### src/hw/rtl/gsp_pkg.sv
// ---------------------------------------------------------------------------
// gsp_pkg: shared types and constants for gripper stall protection
// Word layouts, register file layout, action codes and reset values.
// ---------------------------------------------------------------------------
package gsp_pkg;

    localparam int POS_W     = 14;
    localparam int TIME_W    = 32;
    localparam int TARGET_W  = 13;
    localparam int STALL_W   = 16;
    localparam int BACKOFF_W = 12;
    localparam int TOL_W     = 8;
    localparam int CLOSED_W  = 10;
    localparam int RELEASE_W = 13;
    localparam int CFG_IDX_W = 3;
    localparam int CFG_DAT_W = 16;

    typedef enum logic [1:0] {
        ACT_GRAB    = 2'd0,
        ACT_RELEASE = 2'd1,
        ACT_SAMPLE  = 2'd2,
        ACT_NONE    = 2'd3
    } t_action;

    typedef enum logic [CFG_IDX_W-1:0] {
        REG_STALL_TIME = 3'd0,
        REG_BACK_OFF   = 3'd1,
        REG_MOVE_TOL   = 3'd2,
        REG_CLOSED_LIM = 3'd3,
        REG_RELEASE    = 3'd4
    } t_reg_idx;

    localparam logic [STALL_W-1:0]   STALL_TIME_RST = 16'd500;
    localparam logic [BACKOFF_W-1:0] BACK_OFF_RST   = 12'd200;
    localparam logic [TOL_W-1:0]     MOVE_TOL_RST   = 8'd5;
    localparam logic [CLOSED_W-1:0]  CLOSED_LIM_RST = 10'd50;
    localparam logic [RELEASE_W-1:0] RELEASE_RST    = 13'd1600;

    typedef struct packed {
        logic [STALL_W-1:0]   stall_time_ms;
        logic [BACKOFF_W-1:0] back_off_mrad;
        logic [TOL_W-1:0]     move_tolerance_mrad;
        logic [CLOSED_W-1:0]  closed_limit_mrad;
        logic [RELEASE_W-1:0] release_angle_mrad;
    } t_cfg;

    typedef struct packed {
        logic [1:0]              action;
        logic signed [POS_W-1:0] position_mrad;
        logic [TIME_W-1:0]       time_ms;
    } t_in_word;

    typedef struct packed {
        logic [TARGET_W-1:0] target_mrad;
        logic                speed_level;
        logic                cause;
    } t_out_word;

endpackage

### src/hw/rtl/gsp_in_if.sv
// ---------------------------------------------------------------------------
// gsp_in_if: input channel
// Valid/ready channel carrying one command or position sample word.
// ---------------------------------------------------------------------------
interface gsp_in_if
    import gsp_pkg::*;
();
    logic                    valid;
    logic                    ready;
    logic [1:0]              action;
    logic signed [POS_W-1:0] position_mrad;
    logic [TIME_W-1:0]       time_ms;

    modport source (output valid, action, position_mrad, time_ms, input ready);
    modport sink   (input valid, action, position_mrad, time_ms, output ready);
endinterface

### src/hw/rtl/gsp_out_if.sv
// ---------------------------------------------------------------------------
// gsp_out_if: output channel
// Valid/ready channel carrying one servo command word.
// ---------------------------------------------------------------------------
interface gsp_out_if
    import gsp_pkg::*;
();
    logic                valid;
    logic                ready;
    logic [TARGET_W-1:0] target_mrad;
    logic                speed_level;
    logic                cause;

    modport source (output valid, target_mrad, speed_level, cause, input ready);
    modport sink   (input valid, target_mrad, speed_level, cause, output ready);
endinterface

### src/hw/rtl/gsp_cfg_regs.sv
// ---------------------------------------------------------------------------
// gsp_cfg_regs: configuration register file
// Write-only registers, loaded by index; unknown indices are dropped.
// ---------------------------------------------------------------------------
module gsp_cfg_regs
    import gsp_pkg::*;
(
    input  logic                 i_clk,
    input  logic                 i_rst_n,
    input  logic                 i_wr_en,
    input  logic [CFG_IDX_W-1:0] i_index,
    input  logic [CFG_DAT_W-1:0] i_wdata,
    output t_cfg                 o_cfg
);

    t_cfg r_cfg;

    always_ff @(posedge i_clk) begin
        if (!i_rst_n) begin
            r_cfg.stall_time_ms       <= STALL_TIME_RST;
            r_cfg.back_off_mrad       <= BACK_OFF_RST;
            r_cfg.move_tolerance_mrad <= MOVE_TOL_RST;
            r_cfg.closed_limit_mrad   <= CLOSED_LIM_RST;
            r_cfg.release_angle_mrad  <= RELEASE_RST;
        end else if (i_wr_en) begin
            unique case (i_index)
                REG_STALL_TIME: r_cfg.stall_time_ms       <= i_wdata[STALL_W-1:0];
                REG_BACK_OFF:   r_cfg.back_off_mrad       <= i_wdata[BACKOFF_W-1:0];
                REG_MOVE_TOL:   r_cfg.move_tolerance_mrad <= i_wdata[TOL_W-1:0];
                REG_CLOSED_LIM: r_cfg.closed_limit_mrad   <= i_wdata[CLOSED_W-1:0];
                REG_RELEASE:    r_cfg.release_angle_mrad  <= i_wdata[RELEASE_W-1:0];
                default: ;
            endcase
        end
    end

    assign o_cfg = r_cfg;

endmodule

### src/hw/rtl/gsp_core.sv
// ---------------------------------------------------------------------------
// gsp_core: input register, stall tracking state and decision logic
// Holds one word; when the output side moves it updates the state and
// offers at most one command word.
// ---------------------------------------------------------------------------
module gsp_core
    import gsp_pkg::*;
(
    input  logic      i_clk,
    input  logic      i_rst_n,
    input  t_cfg      i_cfg,
    input  logic      i_load,
    input  t_in_word  i_word,
    input  logic      i_advance,
    output logic      o_busy,
    output logic      o_res_valid,
    output t_out_word o_res
);

    logic                    r_in_valid;
    t_in_word                r_in;

    logic                    r_grab_active;
    logic signed [POS_W-1:0] r_prev_pos;
    logic                    r_prev_valid;
    logic [TIME_W-1:0]       r_stall_start;
    logic                    r_prot_fired;

    logic                    n_grab_active;
    logic signed [POS_W-1:0] n_prev_pos;
    logic                    n_prev_valid;
    logic [TIME_W-1:0]       n_stall_start;
    logic                    n_prot_fired;

    logic signed [POS_W:0]   pos_x;
    logic signed [POS_W:0]   diff;
    logic [POS_W:0]          diff_abs;
    logic signed [POS_W:0]   backed;
    logic [TIME_W-1:0]       elapsed;
    logic                    not_closed;
    logic                    still;
    logic                    fire;
    logic                    res_valid;
    t_out_word               res;

    assign pos_x      = {r_in.position_mrad[POS_W-1], r_in.position_mrad};
    assign not_closed = pos_x > $signed({{(POS_W+1-CLOSED_W){1'b0}},
                                         i_cfg.closed_limit_mrad});
    assign diff       = pos_x - {r_prev_pos[POS_W-1], r_prev_pos};
    assign diff_abs   = diff[POS_W] ? (POS_W+1)'(-diff) : diff;
    assign still      = r_prev_valid &&
                        (diff_abs < {{(POS_W+1-TOL_W){1'b0}}, i_cfg.move_tolerance_mrad});
    assign elapsed    = r_in.time_ms - r_stall_start;
    assign fire       = (elapsed > {{(TIME_W-STALL_W){1'b0}}, i_cfg.stall_time_ms})
                        && !r_prot_fired;
    assign backed     = pos_x - $signed({{(POS_W+1-BACKOFF_W){1'b0}}, i_cfg.back_off_mrad});

    always_comb begin
        n_grab_active = r_grab_active;
        n_prev_pos    = r_prev_pos;
        n_prev_valid  = r_prev_valid;
        n_stall_start = r_stall_start;
        n_prot_fired  = r_prot_fired;
        res_valid     = 1'b0;
        res           = '0;
        case (r_in.action) inside
            ACT_GRAB, ACT_RELEASE: begin
                n_grab_active   = (r_in.action == ACT_GRAB);
                n_prot_fired    = 1'b0;
                n_prev_valid    = 1'b0;
                res_valid       = 1'b1;
                res.target_mrad = (r_in.action == ACT_GRAB) ? '0
                                                            : i_cfg.release_angle_mrad;
            end
            ACT_SAMPLE: begin
                if (r_grab_active) begin
                    if (not_closed && still) begin
                        if (fire) begin
                            res_valid       = 1'b1;
                            res.speed_level = 1'b1;
                            res.cause       = 1'b1;
                            res.target_mrad = backed[POS_W] ? '0 : backed[TARGET_W-1:0];
                            n_prot_fired    = 1'b1;
                        end
                    end else begin
                        n_stall_start = r_in.time_ms;
                        n_prot_fired  = 1'b0;
                    end
                    n_prev_pos   = r_in.position_mrad;
                    n_prev_valid = 1'b1;
                end
            end
            default: ;
        endcase
    end

    always_ff @(posedge i_clk) begin
        if (!i_rst_n) begin
            r_in_valid <= 1'b0;
        end else if (i_load) begin
            r_in_valid <= 1'b1;
        end else if (i_advance) begin
            r_in_valid <= 1'b0;
        end
    end

    always_ff @(posedge i_clk) begin
        if (i_load) begin
            r_in <= i_word;
        end
    end

    always_ff @(posedge i_clk) begin
        if (!i_rst_n) begin
            r_grab_active <= 1'b0;
            r_prev_pos    <= '0;
            r_prev_valid  <= 1'b0;
            r_stall_start <= '0;
            r_prot_fired  <= 1'b0;
        end else if (r_in_valid && i_advance) begin
            r_grab_active <= n_grab_active;
            r_prev_pos    <= n_prev_pos;
            r_prev_valid  <= n_prev_valid;
            r_stall_start <= n_stall_start;
            r_prot_fired  <= n_prot_fired;
        end
    end

    assign o_busy      = r_in_valid;
    assign o_res_valid = r_in_valid && res_valid;
    assign o_res       = res;

endmodule

### src/hw/rtl/gripper_stall_protection.sv
// ---------------------------------------------------------------------------
// gripper_stall_protection: gripper stall watchdog
// Issues fast grab/release moves and one slow back-off move when the gripper
// stalls short of closed for longer than the configured time.
// ---------------------------------------------------------------------------
// Path: the accepted input word is held in the input register, and its command
//   word in the output register.
// Throughput: one word per cycle, set by the single decision stage; a
//   stalled output holds the stage and drops i_item.ready.
// Reset: i_rst_n synchronous, active low; clears the stall state, both
//   valid flags and loads the register defaults.
module gripper_stall_protection
    import gsp_pkg::*;
(
    input  logic                 i_clk,
    input  logic                 i_rst_n,
    input  logic                 i_cfg_wr_en,
    input  logic [CFG_IDX_W-1:0] i_cfg_index,
    input  logic [CFG_DAT_W-1:0] i_cfg_wdata,
    gsp_in_if.sink               i_item,
    gsp_out_if.source            o_result
);

    t_cfg      cfg;
    t_in_word  in_word;
    t_out_word core_res;
    logic      core_busy;
    logic      core_res_valid;
    logic      advance;
    logic      load;

    logic      r_out_valid;
    t_out_word r_out;

    // register file
    gsp_cfg_regs u_cfg_regs (
        .i_clk   (i_clk),
        .i_rst_n (i_rst_n),
        .i_wr_en (i_cfg_wr_en),
        .i_index (i_cfg_index),
        .i_wdata (i_cfg_wdata),
        .o_cfg   (cfg)
    );

    // decision stage moves whenever the output register is free or draining
    assign advance = !r_out_valid || o_result.ready;
    assign i_item.ready = !core_busy || advance;
    assign load = i_item.valid && i_item.ready;

    assign in_word.action        = i_item.action;
    assign in_word.position_mrad = i_item.position_mrad;
    assign in_word.time_ms       = i_item.time_ms;

    gsp_core u_core (
        .i_clk       (i_clk),
        .i_rst_n     (i_rst_n),
        .i_cfg       (cfg),
        .i_load      (load),
        .i_word      (in_word),
        .i_advance   (advance),
        .o_busy      (core_busy),
        .o_res_valid (core_res_valid),
        .o_res       (core_res)
    );

    // output word register; words that give no command leave it empty
    always_ff @(posedge i_clk) begin
        if (!i_rst_n) begin
            r_out_valid <= 1'b0;
        end else if (advance) begin
            r_out_valid <= core_res_valid;
        end
    end

    always_ff @(posedge i_clk) begin
        if (advance && core_res_valid) begin
            r_out <= core_res;
        end
    end

    assign o_result.valid       = r_out_valid;
    assign o_result.target_mrad = r_out.target_mrad;
    assign o_result.speed_level = r_out.speed_level;
    assign o_result.cause       = r_out.cause;

endmodule

### src/flat_wrapper.sv
// flat-port wrapper written by rule: the top's interface ports become plain ports
module gripper_stall_protection_flat import gsp_pkg::*;
  (i_clk, i_rst_n, i_cfg_wr_en, i_cfg_index, i_cfg_wdata, i_item_valid, i_item_action, i_item_position_mrad, i_item_time_ms, i_item_ready, o_result_valid, o_result_target_mrad, o_result_speed_level, o_result_cause, o_result_ready);
  gsp_in_if i_item_i ();
  gsp_out_if o_result_i ();
  input  logic i_clk;
  input  logic i_rst_n;
  input  logic i_cfg_wr_en;
  input  logic [CFG_IDX_W-1:0] i_cfg_index;
  input  logic [CFG_DAT_W-1:0] i_cfg_wdata;
  input wire logic [$bits(i_item_i.valid)-1:0] i_item_valid;
  input wire logic [$bits(i_item_i.action)-1:0] i_item_action;
  input wire logic [$bits(i_item_i.position_mrad)-1:0] i_item_position_mrad;
  input wire logic [$bits(i_item_i.time_ms)-1:0] i_item_time_ms;
  output wire logic [$bits(i_item_i.ready)-1:0] i_item_ready;
  output wire logic [$bits(o_result_i.valid)-1:0] o_result_valid;
  output wire logic [$bits(o_result_i.target_mrad)-1:0] o_result_target_mrad;
  output wire logic [$bits(o_result_i.speed_level)-1:0] o_result_speed_level;
  output wire logic [$bits(o_result_i.cause)-1:0] o_result_cause;
  input wire logic [$bits(o_result_i.ready)-1:0] o_result_ready;
  assign i_item_i.valid = i_item_valid;
  assign i_item_i.action = i_item_action;
  assign i_item_i.position_mrad = i_item_position_mrad;
  assign i_item_i.time_ms = i_item_time_ms;
  assign i_item_ready = i_item_i.ready;
  assign o_result_valid = o_result_i.valid;
  assign o_result_target_mrad = o_result_i.target_mrad;
  assign o_result_speed_level = o_result_i.speed_level;
  assign o_result_cause = o_result_i.cause;
  assign o_result_i.ready = o_result_ready;
  gripper_stall_protection u_core (.i_clk(i_clk), .i_rst_n(i_rst_n), .i_cfg_wr_en(i_cfg_wr_en), .i_cfg_index(i_cfg_index), .i_cfg_wdata(i_cfg_wdata), .i_item(i_item_i), .o_result(o_result_i));
endmodule
### config.mk
export PLATFORM = sky130hd
export DESIGN_NAME = gripper_stall_protection_flat
export DESIGN_NICKNAME = d
export VERILOG_FILES = /design/src/hw/rtl/gsp_pkg.sv /design/src/hw/rtl/gsp_in_if.sv /design/src/hw/rtl/gsp_out_if.sv /design/src/hw/rtl/gsp_cfg_regs.sv /design/src/hw/rtl/gsp_core.sv /design/src/hw/rtl/gripper_stall_protection.sv /design/src/flat_wrapper.sv
export SDC_FILE = /design/constraint.sdc
export NUM_CORES = 1
export LEC_CHECK = 0
export BUFFER_PORTS_ARGS = -buffer_cell sky130_fd_sc_hd__clkbuf_2
export CAP_MARGIN = 20
export CORE_MARGIN = 5
export CORE_UTILIZATION = 60
export CTS_CLUSTER_DIAMETER = 40
export DETAILED_ROUTE_END_ITERATION = 8
export GPL_TIMING_DRIVEN = 0
export PLACE_DENSITY = 0.8
export RECOVER_POWER = 100
export SLEW_MARGIN = 20
export SYNTH_ARGS = -nofsm -noshare
export SYNTH_HDL_FRONTEND = slang
export SYNTH_SLANG_ARGS = --single-unit
### constraint.sdc
create_clock -name i_clk -period 6.91 [get_ports i_clk]
set_clock_uncertainty 0.1 [all_clocks]
set_input_delay 0.3455 -clock i_clk [delete_from_list [all_inputs] [get_ports i_clk]]
set_output_delay 0.3455 -clock i_clk [all_outputs]
set_load 0.01 [all_outputs]
==> metrics, run 1 <==
final period utilization=92.6%; CTS tree=yes; worst-margin pin slew=3480 ps; Most used DFF post-synth=dfxtp_1; CP Launch Type=flop; CP max-delay cell=or4_1; design area=0.0123 mm²; Setup Buffers After CTS=0; Clk pin slew, worst setup/hold paths=about 70 ps; antenna violations before repair=0; Hold Fails Final Rpt=0; WL/cell=about 18 µm; Worst Setup End Kind=flop; pin count of the biggest net entering global routing=49; CP Max Fanout=14; n_diodes=0; RSZ-0062 raised after global routing=no; # H-tree levels=4; clock latency on the worst-skew pair=about 440 ps; worst-path cell chain=inv_1 > ha_1 > inv_1 > fa_1 > a211oi_1 > o21ai_0 > a21boi_0 > o21bai_1 > a21oi_1 > xnor2_1 > ha_1 > nand4_1 > or4_1 > or2_2 > nor3b_1 > a2111oi_0 > o211ai_1 > or4_1 > or3_1 > o2111ai_2 > a21oi_2; mapped cell area=0.0106 mm²; Die ar.=between 0.02 and 0.025 mm²; Vias per Instance=5.91; Gate Count Post-Synth=around 1200; Yosys cell types=84; via count=about 9600; CTS Sinks=around 170; status=finished with violations; Lkg Pwr=approximately 4.6 nW; setup TNS=0 ps; Final setup viols=0; number of synthesized register bits=approximately 170; failing checks=capacitance limit, slew limit; Avg Cell Area, Syn=approximately 8.6 µm²; vias in the first global route=9518; Worst EP required=6900 ps; Die Height=143 µm; Nets=roughly 1600; Pins Over Slew Limit=49; number of synthesis warnings=0; worst endpoint data arrival time=6390 ps; Max-Slew Margin vs Limit=-132%; fraction of layout cells with a size suffix above 1=under 10%; # IOs=89; worst setup path category=flop to flop; cell count of the worst reg-to-reg path=21; post-route ant nets=0; Port Buffer Count=87; Hold WC Path Type=input pin to flop; drt first pass iters=6; Iter 0 DRT Violations=638; syn_nets=1396; grt ovf=0; placer congestion estimate=0.935; Pwr Density=~200 mW/mm²; first-pass GRT wire length=46.0 mm; drc violations=0; Die X=approximately 140 µm; hold-critical path depth=3; Max Fclk=around 0.16 GHz; final WL=28.4 mm; worst vdd ir=197 µV; Clock Path Buffers=2; TritonCTS Buffers=17; max_cap viols=1; number of core rows=48; initial core utilization=61.2%; Root Buffer=clkbuf_16; Core Region=0.0173 mm²; Hold Slack=roughly 56 ps; Post-synth EDFFs=62; Tot GR Track Use=~28%; slowest stage delay, CP=510 ps; post-DP HPWL=21.2 mm; fraction of registers with async set/reset=0%; Seq/Total Area, Yosys=38.4%; Cell Area, Placed=around 0.011 mm²; Final Util=a little over two thirds; min Tclk post-route=6400 ps; Syn-to-layout area delta=15.8%
## synth_stat cells, drive strengths merged (5+ instances only)
cell       n  share of area, %
a2111oi    8              0.84
a211o      6              0.50
a211oi    10              0.76
a21boi     5              0.35
a21o      20               1.4
a21oi    129               6.1
a221oi     6              0.78
a31oi      8              0.47
and2      10              0.59
and3      13              0.83
buf       16               1.1
clkbuf    34               1.2
dfxtp    110                21
edfxtp    62                18
ha        91                11
inv      107               3.8
nand2    204               7.2
nand3     49               2.4
nand4     14              0.83
nor2      45               1.6
nor2b     11              0.65
nor3      15              0.71
nor4       6              0.35
o211ai    27               1.9
o21a      10              0.71
o21ai     55               2.9
o31ai     34               2.4
or2        6              0.35
or3        9              0.54
or4        5              0.35
xnor2     25               2.1
xor2      18               1.6
## layer usage
metal  routed length [µm]  share of wire [%]  up-vias  global-route usage (%)
li1                     -                  -     4716                       -
met4                 1370                4.8        0                    14.8
met5                    0                  0        -                       0
met2                13600                 48      310                    48.2
met3                 1520                5.3       79                    5.12
met1                12000                 42     4480                    34.1
## critical path, delay by kind of cell, from the launching register on
| kind | cells | cell delay [ps] |
|---|---|---|
| compound gates | 9 | 2470 |
| xor+xnor | 1 | 100 |
| fa+ha+maj | 3 | 900 |
| buf+inv | 2 | 120 |
| flops | 1 | 400 |
| simple gates | 6 | 1950 |
## worst paths after layout
check | from | endpoint | slack, ps
max | u_core.u_core.r_in[0] | u_core.o_result.target_mrad[11] | 510
min | i_item_valid | u_core.u_core.o_busy | 60
max reg2reg | u_core.u_core.r_in[0] | u_core.o_result.target_mrad[11] | 510
min reg2reg | u_core.u_cfg_regs.o_cfg[41] | u_core.u_cfg_regs.o_cfg[41] | 350
## power breakdown
group | internal [mW] | switching, mW | total (mW)
Combinational | 0.171 | 0.243 | 0.413
Sequential | 1.08 | 0.0224 | 1.10
Clock | 0.503 | 0.426 | 0.928
## sequential cells by signal, indices dropped and copies added (netlist names), 13 cells and up
register	count
u_core.o_result.target_mrad	13
u_core.u_core.pos_x	14
u_core.u_core.r_in	34
u_core.u_core.r_prev_pos	14
u_core.u_core.r_stall_start	32
u_core.u_cfg_regs.o_cfg	59
## layout by cell type (no fill, tap or decap), types with 6 or more instances in the layout
cell,instances
dlygate4sd3_1,49
nor4_1,6
and2_1,7
clkbuf_2,67
nand2_1,204
a31oi_1,8
a211oi_1,9
o21a_1,10
nand4_1,14
a211o_1,6
clkbuf_16,17
or3_1,8
o211ai_1,27
a21o_1,19
o31ai_1,34
nor2b_1,11
xor2_1,17
edfxtp_1,62
and3_1,11
nor2_1,45
xnor2_1,25
a21oi_1,128
nand3_1,49
ha_1,91
inv_1,107
or2_2,6
dfxtp_1,110
nor3_1,15
o21ai_0,53
clkbuf_1,59
a2111oi_0,7
## metrics by stage
stage / total power, mW / std cells / setup slack (ps)
finish: 2.45 / 1622 / 512
global route: 2.55 / 1622 / 103
CTS: 2.45 / 1622 / 386
detailed placement: 1.51 / 1542 / 429
global placement: 1.50 / 1542 / 327
floorplan: 1.40 / 1230 / 1320
## cells by family after synthesis
group	count (synthesis)	share of synthesized area (%)
compound gates	348	21.7
xor+xnor	43	3.63
flops	172	38.4
simple gates	410	18.2
buf+inv	158	6.20
fa+ha+maj	94	11.3
mux	5	0.485
## layout make-up
type	count	area, µm²
sequential	172	4060
buffer	51	235
fill	1369	5040
inverter	107	402
clock buffer	21	480
multi-input combinational	900	5820
timing repair buffer	135	891
clock inverter	11	82.6
tap	225	282
## what timing repair did
action	4_1_cts	5_1_grt
endpoints found under the setup margin	0	14
resized for setup	0	1
hold buffers	48	0
endpoints found under the hold margin	48	0
No activity file was read; power rests on OpenSTA's default activity.
==> run 2, diff against run 1 <==
--- a/config.mk
+++ b/config.mk
@@ -8,11 +8,11 @@
 export BUFFER_PORTS_ARGS = -buffer_cell sky130_fd_sc_hd__clkbuf_2
 export CAP_MARGIN = 20
 export CORE_MARGIN = 5
-export CORE_UTILIZATION = 60
+export CORE_UTILIZATION = 47
 export CTS_CLUSTER_DIAMETER = 40
 export DETAILED_ROUTE_END_ITERATION = 8
 export GPL_TIMING_DRIVEN = 0
-export PLACE_DENSITY = 0.8
+export PLACE_DENSITY = 0.65
 export RECOVER_POWER = 100
 export SLEW_MARGIN = 20
 export SYNTH_ARGS = -nofsm -noshare
==> constraint.sdc (replaced) <==
create_clock -name i_clk -period 6.42 [get_ports i_clk]
set_clock_uncertainty 0.1 [all_clocks]
set_input_delay 0.321 -clock i_clk [delete_from_list [all_inputs] [get_ports i_clk]]
set_output_delay 0.321 -clock i_clk [all_outputs]
set_load 0.01 [all_outputs]
==> metrics, run 2 (same netlist as run 1, synthesis figures left out) <==
status=finished with violations; failing checks=capacitance limit, slew limit; fillcell total=2026; Hold WC Path Type=input pin to flop; via count=between 9000 and 10000; placed cell count=roughly 1600; hold-critical path depth=3; Max-Slew Margin vs Limit=-130%; Iter 0 DRT Violations=between 500 and 600; Worst EP required=~6500 ps; antenna violations before repair=0; final WL=28.7 mm; Clock Path Buffers=2; # H-tree levels=4; WL/cell=17.1 µm; Worst Setup End Kind=flop; cell count of the worst reg-to-reg path=18; worst vdd ir=160 µV; number of core rows=54; Nets=1550; worst endpoint data arrival time=a little over 6000 ps; Root Buffer=clkbuf_16; worst setup path category=flop to flop; leading cell type in the layout, fill and taps excluded=nand2_1; # IOs=just under 90; Tot GR Track Use=22.3%; max reg flops=59; Final Non-Filler Cells=1677; Pwr Density=between 200 and 250 mW/mm²; drt first pass iters=5; Syn-to-layout area delta=17.1%; min Tclk post-route=between 6000 and 7000 ps; Hold Fails Final Rpt=0; placer congestion estimate=0.925; Hold Path Origin=i_cfg_wdata[13]; final period utilization=94.5%; grt ovf=0; n_diodes=0; initial core utilization=48.0%; reg2reg end=u_core.o_result.target_mrad[0]; first-pass GRT wire length=~46 mm; r2r setup slk=360 ps; fraction of layout cells with a size suffix above 1=9.81%; Die ar.=0.0256 mm²; RSZ-0062 raised after global routing=no; TritonCTS Buffers=17; CTS Sinks=172; Port Buffer Count=87; worst-margin pin slew=3450 ps; Pins Over Slew Limit=49; Max Fclk=0.165 GHz; post-route ant nets=0; pin count of the biggest net entering global routing=49; Core Region=roughly 0.022 mm²; post-DP HPWL=21.9 mm; max_cap viols=2; CTS tree=yes; Vias per Instance=5.56; Lkg Pwr=4.64 nW; most frequent cells in the layout=204 x nand2_1, 128 x a21oi_1, 110 x dfxtp_1, 107 x inv_1, 91 x ha_1; Die Height=160 µm; CP Launch Type=flop; worst reg2reg startpoint=u_core.u_core.r_in[6]; Die X=between 150 and 200 µm; Final Util=56.3%; drc violations=0; Clk pin slew, worst setup/hold paths=70 ps; CP Max Fanout=14; clock latency on the worst-skew pair=450 ps; Endpoint, Worst Hold=u_core.u_cfg_regs.o_cfg[56]; Final setup viols=0; vias in the first global route=8713
==> run 2: worst max path at each step <==
stage / start / cells past startpoint / endpoint / slack [ps]
2_1_floorplan: u_core.u_core.r_in[0] / 21 / u_core.o_result.cause / 830
3_3_place_gp: u_core.u_core.r_in[0] / 20 / u_core.o_result.target_mrad[0] / -300
3_5_place_dp: u_core.u_core.r_in[0] / 20 / u_core.o_result.target_mrad[1] / -30
4_1_cts: u_core.u_core.r_in[6] / 18 / u_core.o_result.target_mrad[4] / 50
5_1_grt: u_core.u_core.pos_x[0] / 20 / u_core.u_core.r_stall_start[20] / 30
6_report: u_core.u_core.r_in[6] / 18 / u_core.o_result.target_mrad[0] / 360
==> run 2: what timing repair did <==
action                     4_1_cts  5_1_grt
buffers inserted                 0        0
hold buffers                    48        0
hold endpoints to repair        48        0
gates resized for setup          2        6
setup endpoints to repair       14       16
==> run 2: area by class of cell <==
cell class	count	area, µm²	share of cell area, %
multi-input combinational	900	5840	47.1
sequential	172	4060	32.8
timing repair buffer	135	891	7.19
clock buffer	17	425	3.43
inverter	107	402	3.24
tap	280	350	2.83
buffer	51	245	1.98
clock inverter	15	173	1.39
==> run 2: report_power, final <==
group	internal [mW]	switching [mW]
logic	0.184	0.264
registers	1.16	0.0246
clock network	0.527	0.513
total	1.87	0.802
==> run 2: critical path, cell delays in order (launching register included) <==
cell	delay, ps
edfxtp_1	390
ha_1	370
a21o_1	220
a31o_2	270
a21boi_1	280
and2_1	360
o21ai_0	160
xor2_1	170
ha_1	320
nand4_1	170
or4_1	460
or2_2	360
nor3b_1	210
a2111oi_1	440
o211ai_1	140
or4_1	400
or3_1	380
o2111ai_2	330
a21oi_4	200
==> run 2: metal layers <==
metal  wire (µm)  share of wire (%)  track usage, %  vias up
li1            -                  -               -     4726
met5           0                  0               0        -
met1       13800                 48            32.1     4309
met2       12700                 44            34.5      248
met3        1630                5.7            3.61       39
met4         548                1.9            6.77        0
==> run 2: through the flow <==
stage | setup slack (ps) | area, µm² | total power [mW] | hold WS [ps] | TNS, ps
2_1_floorplan | 830 | 10600 | 1.50 | 320 | 0
3_3_place_gp | -302 | 11400 | 1.63 | 343 | -4220
3_5_place_dp | -34.1 | 11400 | 1.63 | 348 | -465
4_1_cts | 51.5 | 12500 | 2.69 | 1.51 | 0
5_1_grt | 33.3 | 12400 | 2.80 | 16.1 | 0
6_report | 355 | 12400 | 2.68 | 18.1 | 0
